--- src/sv/modular_inverse_assert.svh ---
// Assertion macros shared by the modular inverse block.
`ifndef MODULAR_INVERSE_ASSERT_SVH
`define MODULAR_INVERSE_ASSERT_SVH

// Same-cycle implication, disabled while reset is asserted.
`define MINV_ASSERT_NOW(lbl, ante, cons, msg) \
  lbl: assert property (@(posedge clk_i) disable iff (!rst_ni) (ante) |-> (cons)) \
    else $error(msg);

// Next-cycle implication, disabled while reset is asserted.
`define MINV_ASSERT_NEXT(lbl, ante, cons, msg) \
  lbl: assert property (@(posedge clk_i) disable iff (!rst_ni) (ante) |=> (cons)) \
    else $error(msg);

`endif

--- src/sv/minv_pkg.sv ---
// Package of the modular inverse block: constants, sequencer states, control and status structs.
package minv_pkg;

  localparam int unsigned MINV_WIDTH = 32;
  localparam logic [63:0] MINV_MODULUS_RESET = 64'd998244353;

  typedef enum logic [1:0] {
    ST_IDLE,
    ST_ALIGN,
    ST_SUB,
    ST_FINAL
  } minv_state_e;

  typedef struct packed {
    logic start;
    logic ack;
  } minv_ctrl_t;

  typedef struct packed {
    logic busy;
    logic done;
  } minv_stat_t;

endpackage

--- src/sv/minv_core.sv ---
// Iterative extended Euclid engine with one shared shift-and-subtract unit.
module minv_core import minv_pkg::*; #(
  parameter int unsigned WIDTH = MINV_WIDTH
) (
  input  logic             clk_i,
  input  logic             rst_ni,
  input  minv_ctrl_t       ctrl_i,
  input  logic [WIDTH-1:0] value_i,
  input  logic [WIDTH-1:0] modulus_i,
  output minv_stat_t       stat_o,
  output logic [WIDTH-1:0] inverse_o,
  output logic             invertible_o,
  output logic [WIDTH-1:0] gcd_o
);

  localparam int unsigned KW = $clog2(WIDTH);

  minv_state_e      state_q, state_d;
  logic [WIDTH-1:0] a_q, a_d;
  logic [WIDTH-1:0] b_q, b_d;
  logic [WIDTH-1:0] d_q, d_d;
  logic [WIDTH-1:0] e_q, e_d;
  logic [WIDTH-1:0] acc_q, acc_d;
  logic [WIDTH-1:0] mag1_q, mag1_d;
  logic             neg0_q, neg0_d;
  logic             neg1_q, neg1_d;
  logic [KW-1:0]    k_q, k_d;
  logic             reduce_q, reduce_d;

  logic [WIDTH:0]   d_dbl;
  logic             can_shift;
  logic             ge;
  logic [WIDTH-1:0] rem;
  logic [WIDTH-1:0] acc_sum;
  logic [WIDTH-1:0] next_mag1;
  logic [WIDTH-1:0] t_red;

  // Shared unit: two compares, one subtract and one coefficient add per cycle.
  assign d_dbl     = {d_q, 1'b0};
  assign can_shift = d_dbl <= {1'b0, a_q};
  assign ge        = a_q >= d_q;
  assign rem       = ge ? (a_q - d_q) : a_q;
  assign acc_sum   = ge ? (acc_q + e_q) : acc_q;

  always_ff @(posedge clk_i or negedge rst_ni) begin
    if (!rst_ni) begin
      state_q  <= ST_IDLE;
      reduce_q <= 1'b0;
      k_q      <= '0;
    end else begin
      state_q  <= state_d;
      reduce_q <= reduce_d;
      k_q      <= k_d;
    end
  end

  always_ff @(posedge clk_i) begin
    a_q    <= a_d;
    b_q    <= b_d;
    d_q    <= d_d;
    e_q    <= e_d;
    acc_q  <= acc_d;
    mag1_q <= mag1_d;
    neg0_q <= neg0_d;
    neg1_q <= neg1_d;
  end

  always_comb begin
    state_d   = state_q;
    a_d       = a_q;
    b_d       = b_q;
    d_d       = d_q;
    e_d       = e_q;
    acc_d     = acc_q;
    mag1_d    = mag1_q;
    neg0_d    = neg0_q;
    neg1_d    = neg1_q;
    k_d       = k_q;
    reduce_d  = reduce_q;
    next_mag1 = mag1_q;
    unique case (state_q)
      ST_IDLE: begin
        if (ctrl_i.start) begin
          a_d    = value_i;
          neg0_d = 1'b0;
          if (modulus_i == '0) begin
            // Plain integers: only one has an inverse.
            acc_d   = (value_i == WIDTH'(1)) ? WIDTH'(1) : '0;
            state_d = ST_FINAL;
          end else begin
            d_d      = modulus_i;
            e_d      = '0;
            k_d      = '0;
            reduce_d = 1'b1;
            state_d  = ST_ALIGN;
          end
        end
      end
      ST_ALIGN: begin
        if (can_shift) begin
          d_d = d_dbl[WIDTH-1:0];
          e_d = {e_q[WIDTH-2:0], 1'b0};
          k_d = k_q + KW'(1);
        end else begin
          state_d = ST_SUB;
        end
      end
      ST_SUB: begin
        a_d   = rem;
        acc_d = acc_sum;
        if (k_q != '0) begin
          d_d = d_q >> 1;
          e_d = e_q >> 1;
          k_d = k_q - KW'(1);
        end else begin
          if (reduce_q) begin
            reduce_d  = 1'b0;
            a_d       = modulus_i;
            b_d       = rem;
            acc_d     = '0;
            next_mag1 = WIDTH'(1);
            neg0_d    = 1'b0;
            neg1_d    = 1'b0;
          end else begin
            a_d       = b_q;
            b_d       = rem;
            acc_d     = mag1_q;
            next_mag1 = acc_sum;
            neg0_d    = neg1_q;
            neg1_d    = !neg1_q;
          end
          mag1_d = next_mag1;
          if (rem == '0) begin
            state_d = ST_FINAL;
          end else begin
            d_d     = rem;
            e_d     = next_mag1;
            k_d     = '0;
            state_d = ST_ALIGN;
          end
        end
      end
      ST_FINAL: begin
        if (ctrl_i.ack) begin
          state_d = ST_IDLE;
        end
      end
      default: begin
        state_d = ST_IDLE;
      end
    endcase
  end

  // The coefficient can reach the modulus itself, which reduces to zero.
  assign t_red = ((modulus_i != '0) && (acc_q == modulus_i)) ? '0 : acc_q;

  always_comb begin
    if (a_q == WIDTH'(1)) begin
      inverse_o = (neg0_q && (t_red != '0)) ? (modulus_i - t_red) : t_red;
    end else begin
      inverse_o = '0;
    end
  end

  assign invertible_o = a_q == WIDTH'(1);
  assign gcd_o        = a_q;
  assign stat_o.busy  = state_q != ST_IDLE;
  assign stat_o.done  = state_q == ST_FINAL;

endmodule

--- src/sv/modular_inverse.sv ---
// Top level of the modular inverse block: modulus register, handshakes and output word register.
// The time to a result is data dependent: each division aligns the divisor bit by bit, then
//   subtracts once per quotient bit, and the finished word is then handed over.
// Throughput: one word at a time, set by the single shared shift-and-subtract unit; the next
//   word is taken in the cycle after the engine hands its result to the output register.
// Reset (rst_ni low, asynchronous) empties engine and output register, modulus 998244353.
module modular_inverse import minv_pkg::*; #(
  parameter int unsigned WIDTH = MINV_WIDTH
) (
  input  logic             clk_i,
  input  logic             rst_ni,
  input  logic             cfg_we_i,
  input  logic [WIDTH-1:0] cfg_wdata_i,
  input  logic             in_valid_i,
  output logic             in_stall_o,
  input  logic [WIDTH-1:0] value_i,
  output logic             out_valid_o,
  input  logic             out_stall_i,
  output logic [WIDTH-1:0] inverse_o,
  output logic             invertible_o,
  output logic [WIDTH-1:0] common_divisor_o
);

  localparam logic [WIDTH-1:0] ModulusReset = WIDTH'(MINV_MODULUS_RESET);

  logic [WIDTH-1:0] modulus_q;
  logic             out_valid_q, out_valid_d;
  logic [WIDTH-1:0] inverse_q;
  logic             invertible_q;
  logic [WIDTH-1:0] gcd_q;

  minv_ctrl_t       ctrl;
  minv_stat_t       stat;
  logic [WIDTH-1:0] core_inverse;
  logic             core_invertible;
  logic [WIDTH-1:0] core_gcd;
  logic             out_free;

  // The user must rewrite the modulus only while the block is idle, so the engine may read it
  // directly throughout an operation; the block itself does not enforce this.
  always_ff @(posedge clk_i or negedge rst_ni) begin
    if (!rst_ni) begin
      modulus_q <= ModulusReset;
    end else if (cfg_we_i) begin
      modulus_q <= cfg_wdata_i;
    end
  end

  // A new word is taken whenever the engine is idle, even while a finished result still
  // waits in the output register; the engine then holds its own result until that
  // register frees up.
  assign in_stall_o = stat.busy;
  assign ctrl.start = in_valid_i && !stat.busy;
  assign out_free   = !out_valid_q || !out_stall_i;
  assign ctrl.ack   = stat.done && out_free;

  minv_core #(
    .WIDTH(WIDTH)
  ) u_core (
    .clk_i        (clk_i),
    .rst_ni       (rst_ni),
    .ctrl_i       (ctrl),
    .value_i      (value_i),
    .modulus_i    (modulus_q),
    .stat_o       (stat),
    .inverse_o    (core_inverse),
    .invertible_o (core_invertible),
    .gcd_o        (core_gcd)
  );

  always_comb begin
    out_valid_d = out_valid_q;
    if (ctrl.ack) begin
      out_valid_d = 1'b1;
    end else if (out_valid_q && !out_stall_i) begin
      out_valid_d = 1'b0;
    end
  end

  always_ff @(posedge clk_i or negedge rst_ni) begin
    if (!rst_ni) begin
      out_valid_q <= 1'b0;
    end else begin
      out_valid_q <= out_valid_d;
    end
  end

  // Result payload is loaded only when the engine hands over a finished word.
  always_ff @(posedge clk_i) begin
    if (ctrl.ack) begin
      inverse_q    <= core_inverse;
      invertible_q <= core_invertible;
      gcd_q        <= core_gcd;
    end
  end

  assign out_valid_o      = out_valid_q;
  assign inverse_o        = inverse_q;
  assign invertible_o     = invertible_q;
  assign common_divisor_o = gcd_q;

`include "modular_inverse_assert.svh"

  // The flag must agree with the divisor it describes.
  `MINV_ASSERT_NOW(a_flag_matches_gcd, out_valid_o, invertible_o == (common_divisor_o == WIDTH'(1)), "invertible flag disagrees with gcd")
  // Without an inverse the inverse field is zero.
  `MINV_ASSERT_NOW(a_zero_when_none, out_valid_o && !invertible_o, inverse_o == '0, "inverse not zero when none exists")
  // A proper modulus bounds the normalised inverse.
  `MINV_ASSERT_NOW(a_inverse_reduced, out_valid_o && (modulus_q != '0), inverse_o < modulus_q, "inverse not reduced below the modulus")
  // A word handed over by the engine shows up on the output in the following cycle.
  `MINV_ASSERT_NEXT(a_handover_visible, ctrl.ack, out_valid_o, "finished word not presented")

endmodule
--- config.mk ---
export PLATFORM = sky130hd
export DESIGN_NAME = modular_inverse
export DESIGN_NICKNAME = d
export VERILOG_FILES = /design/src/sv/minv_pkg.sv /design/src/sv/minv_core.sv /design/src/sv/modular_inverse.sv
export VERILOG_INCLUDE_DIRS = /design/src /design/src/sv
export SDC_FILE = /design/constraint.sdc
export NUM_CORES = 1
export LEC_CHECK = 0
export ABC_AREA = 1
export BUFFER_PORTS_ARGS = -buffer_cell sky130_fd_sc_hd__buf_2
export CAP_MARGIN = 20
export CORE_UTILIZATION = 40
export DETAILED_ROUTE_END_ITERATION = 8
export PLACE_DENSITY = 0.59
export SYNTH_ARGS = -nofsm -noshare
export SYNTH_HDL_FRONTEND = slang
export SYNTH_SLANG_ARGS = --single-unit
--- constraint.sdc ---
create_clock -name clk_i -period 10.3 [get_ports clk_i]
set_clock_uncertainty 0.2 [all_clocks]
set_input_delay 2.06 -clock clk_i [delete_from_list [all_inputs] [get_ports clk_i]]
set_output_delay 2.06 -clock clk_i [all_outputs]
set_load 0.01 [all_outputs]
==> summary.md, run 1 <==
| Metric | Value |
|---|---|
| Outcome | complete, no violations |
| Antenna Nets Post-Route | 0 |
| Max Slew Vio Count | 0 |
| Worst path most repeated cell | nand2_1 |
| DRC violations left | 0 |
| CP Cell Sequence | inv_1, ha_1, fa_1, inv_1, nand3_1, nand2_2, nand2_1, nand2_2, nand2_2, nand3_2, nand2_4, nand2_4, inv_2, nand2_1, nand2_1, nand2_1, nor2_1, nand2_1, nor2_2, nand3_2, nand3_2, inv_2, buf_4 |
| Register Area | 8816 sq um |
| Max_slew headroom | 0.2750 |
| Largest net degree at the start of global routing | 88 |
| Post-Synthesis Cells | 2817 |
| Critical setup path kind | flop to flop |
| Initial antenna violation count | 0 |
| Io pins | 136 |
| Clk Latency, worst-skew pair | 0.57 ns |
| Clock sink count | 300 |
| #FFs+latches synth | 300 |
| Dominant synthesized flop cell | edfxtp_1 |
| Reg2reg path depth | 23 |
| Antenna Cells | 0 |
| Layout area overhead | 11.50% |
| # hold bufs at CTS | 0 |
| GRT overflow | 0 |
| Worst Hold End | common_divisor_o[0] |
| Placed inst area | 22970 sq um |
| Crit path capture type | flop |
| Hold WS | 0.3175 ns |
| Max frequency | 164.7 MHz |
| Setup TNS | 0 ns |
| Synth unique cells | 56 |
| Hold_sp | u_core.gcd_o[0] |
| Worst setup SP type | flop |
| GRT Total Usage | 0.2855 |
| Final min period | 6.070 ns |
| Vias | 20388 |
| Global-route wire length before repair | 119400 microns |
| Worst Hold Depth | 0 |
| Mean Syn Cell Area | 7.689 sq um |
| Die Wd | 234.7 microns |
| Rows | 84 |
| M2 GR Usage | 0.4209 |
| Worst-Margin Slew | 1.087 ns |
| Die area | 55090 sq um |
| HP Class | flop to flop |
| Met1 Resource Use GR | 0.4296 |
| Wire per inst | 22.05 microns |
| Max Root-Sink Buffers | 3 |
| # fillers | 5428 |
| Port Buf Inserts | 135 |
| CTS tree | done |
| CP Data Arrival Time | 6.06 ns |
| Post-route insts no fill | 3634 |
| CTS resizes | 0 |
| Worst-path fanout max | 84 |
| Final Instance Area | 24150 sq um |
| Footprint of the multi-input gates | 10980 sq um |
| Initial Util | 0.4081 |
| Final Cycle Share | 0.5893 |
| Share of synthesized registers carrying an async set or reset | 0.1367 |
| Post-placement cell count | 3568 |
| Mapped Area | 21660 sq um |
| Critical-path top delay cell | nand2_4 |
| TritonCTS Buffers | 37 |
| Req. time, crit path | 10.29 ns |
| Post-CTS Setup Bufs | 0 |
| RSZ-0062 raised after global routing | false |
| Post-synth EDFFs | 259 |
| Placer Congestion | 0.9557 |
| Endpoints failing setup | 0 |
| R2R setup slack | 4.23 ns |
| Max Cap Viol | 0 |
| Final Hold Fails | 0 |
| Synthesized Nets | 3020 |
| Layout cells sized above 1 | 0.09470 |
| Seq/Total Area, Yosys | 0.4068 |
| Reg2reg start | u_core.gcd_o[0] |
| CTS clock-pin slew for the worst setup and hold paths | 0.06 ns |
| DRT iter0 DRCs | 2206 |
| Drt first pass iters | 5 |
| Htree depth | 2 |
| Clock Tree Root | clkbuf_16 |
| Die height | 234.7 microns |
| Vias in the first global route | 19305 |
| Final WL | 80130 microns |
| Yosys warning total | 0 |
| GRT met3 Usage | 0.04840 |
| Via/cell ratio | 5.610 |
| GRT busiest layer | met1 |
| CP max stage delay | 0.82 ns |
| Post-layout nets | 3122 |
| Reg2reg end | u_core.e_q[29] |
| Core area | 53080 sq um |
| Final HPWL DP | 61080 microns |
==> cells in the final DEF, fill, tap and decap left out, drive strengths merged, types with 4 or more instances in the layout <==
master,count
nand3b,10
a21oi,158
dfstp,7
ha,131
xnor2,32
dfrtp,34
nand2,830
nor3,17
edfxtp,259
o41ai,8
o221ai,34
a21o,6
clkinv,11
nor4,21
o21a,14
buf,153
a31oi,31
nand4,44
inv,398
and2,4
o211ai,13
clkbuf,55
a21boi,6
xor2,55
nor2,241
o21bai,4
a32oi,30
o21ai,175
a211oi,22
nand3,115
or2,6
nor3b,4
==> sequential cells by signal (all words and copies together), names as in the netlist <==
name and cells:
out_valid_o 1, modulus_q 32, u_core.e_q 32, u_core.gcd_o 32
inverse_o 32, u_core.neg0_q 1, u_core.reduce_q 1, u_core.acc_q 32
u_core.neg1_q 1, u_core.mag1_q 32, invertible_o 1, common_divisor_o 32
u_core.b_q 32, u_core.k_q 5, u_core.d_q 32, u_core.state_q 2
==> critical path, delay by kind of cell (launching register included) <==
| kind | cells | cell delay [ns] |
|---|---|---|
| and+or+nand+nor | 16 | 2.57 |
| buffers and inverters | 5 | 1.61 |
| adders and majority gates | 2 | 0.71 |
| DFF | 1 | 0.39 |
==> cells by family (layout without fill, tap and decap cells) <==
| kind of cell | after synthesis | after routing | share of synthesized area |
|---|---|---|---|
| DFF | 300 | 300 | 0.4068 |
| xor gates and xnor gates | 87 | 87 | 0.03518 |
| AOI/OAI and AO/OA | 511 | 511 | 0.1417 |
| buffers and inverters | 491 | 620 | 0.08809 |
| muxes | 1 | 1 | 0.0004621 |
| and+or+nand+nor | 1293 | 1293 | 0.2493 |
| adders and majority gates | 134 | 134 | 0.07844 |
==> how the worst max path moves through the flow <==
stage | start | endpoint | slack (ns)
2_1_floorplan | out_stall_i | common_divisor_o[0] | 4.44
3_3_place_gp | u_core.gcd_o[0] | u_core.d_q[23] | 4.48
3_5_place_dp | u_core.gcd_o[0] | u_core.d_q[22] | 4.40
4_1_cts | u_core.gcd_o[0] | u_core.d_q[23] | 4.39
5_1_grt | u_core.gcd_o[0] | u_core.d_q[21] | 3.93
6_report | u_core.gcd_o[0] | u_core.e_q[29] | 4.23
==> through the flow <==
| step | setup WS [ns] | util |
|---|---|---|
| after global routing | 3.931 | 0.4550 |
| final | 4.230 | 0.4550 |
| after floorplan | 4.438 | - |
| after detailed placement | 4.400 | 0.4328 |
| after global placement | 4.475 | 0.4328 |
| after CTS | 4.387 | 0.4550 |
==> per-layer routing <==
metal	wire, microns	part of all wire	up-vias
met1	37870	0.47	9727
met2	33560	0.42	884
li1	-	-	9672
met4	1939	0.024	0
met3	6751	0.084	105
met5	0	0	-
==> Yosys cell counts, types with 8 or more instances <==
| cell | number | area, sq um |
|---|---|---|
| a21oi_1 | 156 | 780.8 |
| nor2_1 | 233 | 874.6 |
| inv_2 | 10 | 37.54 |
| nor4_1 | 21 | 131.4 |
| inv_1 | 388 | 1456 |
| o21ai_0 | 172 | 860.8 |
| a211oi_1 | 22 | 165.2 |
| nand2_2 | 16 | 100.1 |
| o21a_1 | 14 | 105.1 |
| nand3_1 | 108 | 540.5 |
| nand2_1 | 812 | 3048 |
| ha_1 | 131 | 1639 |
| clkbuf_1 | 70 | 262.8 |
| dfrtp_1 | 34 | 850.8 |
| a31oi_1 | 31 | 193.9 |
| o41ai_1 | 8 | 70.07 |
| a32oi_1 | 30 | 262.8 |
| nor3_1 | 17 | 85.08 |
| edfxtp_1 | 259 | 7777 |
| xnor2_1 | 32 | 280.3 |
| nand3b_1 | 10 | 75.07 |
| o211ai_1 | 13 | 97.59 |
| xor2_1 | 55 | 481.7 |
| o221ai_1 | 34 | 297.8 |
| nand4_1 | 44 | 275.3 |
==> final cells by class <==
class / instances / area share
tap: 688 / 0.03564
timing repair buffer: 153 / 0.03357
clock inverter: 11 / 0.004403
multi-input combinational: 2026 / 0.4545
inverter: 401 / 0.06237
clock buffer: 55 / 0.04450
sequential: 300 / 0.3650
Power of run 1 is not shown: default switching activity piles up to over one toggle a cycle in this logic, so the estimate is an artifact.
==> run 2, diff against run 1 <==
--- a/config.mk
+++ b/config.mk
@@ -11,7 +11,7 @@
 export CAP_MARGIN = 20
 export CORE_UTILIZATION = 40
 export DETAILED_ROUTE_END_ITERATION = 8
-export PLACE_DENSITY = 0.59
+export PLACE_DENSITY = 0.62
 export SYNTH_ARGS = -nofsm -noshare
 export SYNTH_HDL_FRONTEND = slang
 export SYNTH_SLANG_ARGS = --single-unit
==> constraint.sdc (replaced) <==
create_clock -name clk_i -period 5.4 [get_ports clk_i]
set_clock_uncertainty 0.2 [all_clocks]
set_input_delay 1.08 -clock clk_i [delete_from_list [all_inputs] [get_ports clk_i]]
set_output_delay 1.08 -clock clk_i [all_outputs]
set_load 0.01 [all_outputs]
==> run 2 against run 1 <==
- wire length is 8.7% higher
- worst hold slack is essentially flat
- highest routed layer is now met5
- cell count increased by 1.2%
- maximum frequency rose by 26%
- global-route usage is 2.6 points higher
- largest cell class unchanged
==> summary.md, run 2 (synthesized netlist as in run 1, its figures left out) <==
| Metric | Value |
|---|---|
| Worst-path fanout max | 50 (-40%) |
| Initial Util | 0.4081 (unchanged) |
| CP delay by family, top | simple AND/OR/NAND/NOR gates |
| Setup ws final | 0.5810 ns (-3.649 ns) |
| Max Root-Sink Buffers | 3 (unchanged) |
| Crit path capture type | flop |
| Worst Setup SP | u_core.gcd_o[0] |
| Most common cell after layout, fill and taps aside | nand2_1 |
| Antenna Nets Post-Route | 0 (unchanged) |
| Wire per inst | 23.67 microns (+7.4%) |
| Vias in the first global route | 19679 (+1.9%) |
| Global-route wire length before repair | 128000 microns (+7.2%) |
| Die Wd | 234.7 microns (unchanged) |
| Core area | 53080 sq um (unchanged) |
| Endpoints failing setup | 0 (unchanged) |
| Port Buf Inserts | 135 (unchanged) |
| Die height | 234.7 microns (unchanged) |
| Critical setup path kind | flop to flop |
| Register Area | 8813 sq um (about the same) |
| Die area | 55090 sq um (unchanged) |
| Via/cell ratio | 5.685 (+1.3%) |
| Setup WS pre-CTS | 0.6519 ns (-3.748 ns) |
| Post-layout nets | 3163 (+1.3%) |
| Vias | 20911 (+2.6%) |
| Max Cap Viol | 0 (unchanged) |
| # hold bufs at CTS | 0 (unchanged) |
| CP Data Arrival Time | 4.87 ns (-1.19 ns) |
| Max frequency | 207.5 MHz (+26%) |
| CTS clock-pin slew for the worst setup and hold paths | 0.06 ns (about the same) |
| Setup TNS | 0 ns (unchanged) |
| Worst path most repeated cell | nand2_1 |
| DRT iter0 DRCs | 2423 (+9.8%) |
| GRT overflow | 0 (unchanged) |
| Clock Tree Root | clkbuf_16 |
| Buf/Inv on CP | 5 (unchanged) |
| Most frequent cells in the layout | 811 x nand2_1, 386 x inv_1, 259 x edfxtp_1 |
| Largest net degree at the start of global routing | 90 (+2.3%) |
| Reg2reg start | u_core.gcd_o[0] |
| Final WL | 87070 microns (+8.7%) |
| Final HPWL DP | 67910 microns (+11%) |
| Critical-path top delay cell | buf_4 |
| Placer Congestion | 0.9775 (+2.3%) |
| Final Hold Fails | 0 (unchanged) |
| Clock sink count | 300 (unchanged) |
| Rows | 84 (unchanged) |
| Outcome | complete, no violations |
| CP max stage delay | 0.53 ns (-0.29 ns) |
| Hold_sp | u_core.mag1_q[30] |
| Io pins | 136 (unchanged) |
| RSZ-0062 raised after global routing | false |
| Max_slew headroom | 0.2565 (-0.01851) |
| Footprint of the multi-input gates | 10980 sq um (unchanged) |
| Worst setup SP type | flop |
| HP Class | flop to flop |
| CTS resizes | 0 (unchanged) |
| DRC violations left | 0 (unchanged) |
| Final Cycle Share | 0.8924 (+0.3031) |
| GRT Total Usage | 0.3110 (+0.02558) |
| Htree depth | 2 (unchanged) |
| Req. time, crit path | 5.45 ns (-4.84 ns) |
| Final Util | 0.4620 (+0.006907) |
| Clk Latency, worst-skew pair | 0.57 ns (about the same) |
| CP Cell Sequence | inv_1, ha_1, fa_1, inv_1, nand3_1, nand2_2, nand2_1, nand2_2, nand2_2, nand3_2, nand2_4, nand2_4, buf_4, nand2_1, nand2_1, nor2_1, nand2_1, nor2_1, nand2_1, nor2_2, nand3_2, nand3_2, inv_2, buf_12 |
| Max Slew Vio Count | 0 (unchanged) |
| # fillers | 5340 (-1.6%) |
| Layout cells sized above 1 | 0.1061 (+0.01135) |
| Worst-Margin Slew | 1.115 ns (+0.02777 ns) |
| Post-CTS Setup Bufs | 0 (unchanged) |
| CTS tree | done |
| Initial antenna violation count | 2 (+2) |
| Final min period | 4.819 ns (-1.251 ns) |
| TritonCTS Buffers | 39 (+5.4%) |
| Layout area overhead | 13.19% |
| Drt first pass iters | 6 (+1) |
run 2: changes by cell type in the layout (fill, tap and decap cells not counted), sizes merged:
cell and delta:
inv +1, bufinv +1, clkbuf +3, clkinv -1
diode +1, buf +39
run 2: area by class of cell:
cell class | count | share of cell area
well taps | 688 | 0.03511
flip-flops and latches | 300 | 0.3595
inverters | 401 | 0.06139
diodes | 1 | 0.0001021
repair buffers | 192 | 0.04603
clock inverters | 12 | 0.004542
multi-input cells | 2026 | 0.4477
clock buffers | 58 | 0.04567
run 2: through the flow:
stage	area (sq um)	hold slack, ns	instances
after floorplan	21660	0.2748	2817
after global placement	23280	0.2868	3607
after detailed placement	23280	0.2954	3607
after CTS	24520	0.3106	3677
after global routing	24520	0.3248	3678
final	24520	0.3180	3678
run 2: worst paths after layout:
| kind | endpoint | cells after the start | slack (ns) |
|---|---|---|---|
| worst max register to register | u_core.d_q[30] | 24 | 0.58 |
| worst min register to register | u_core.acc_q[30] | 2 | 0.32 |
| worst max-delay path | u_core.d_q[30] | 24 | 0.58 |
| max in group asynchronous | u_core.reduce_q | 2 | 4.07 |
| worst min-delay path | u_core.acc_q[30] | 2 | 0.32 |
| min in group asynchronous | u_core.state_q[1] | 2 | 0.42 |
run 2: per-layer routing:
metal  GRT usage  vias up  routed length [microns]
li1            -     9737                        -
met1      0.4647    10020                    40330
met2      0.4414     1039                    35490
met3     0.07813      113                     9236
met4     0.08194        2                     1986
met5           0        -                       13
run 2: worst min-delay path: cells and delay by family, from the launching register on:
family / cells / cell delay, ns
AO/OA/AOI/OAI: 1 / 0.06
flip-flops: 1 / 0.31
AND/OR/NAND/NOR: 1 / 0.05
Power of run 2 is left out for the same reason.
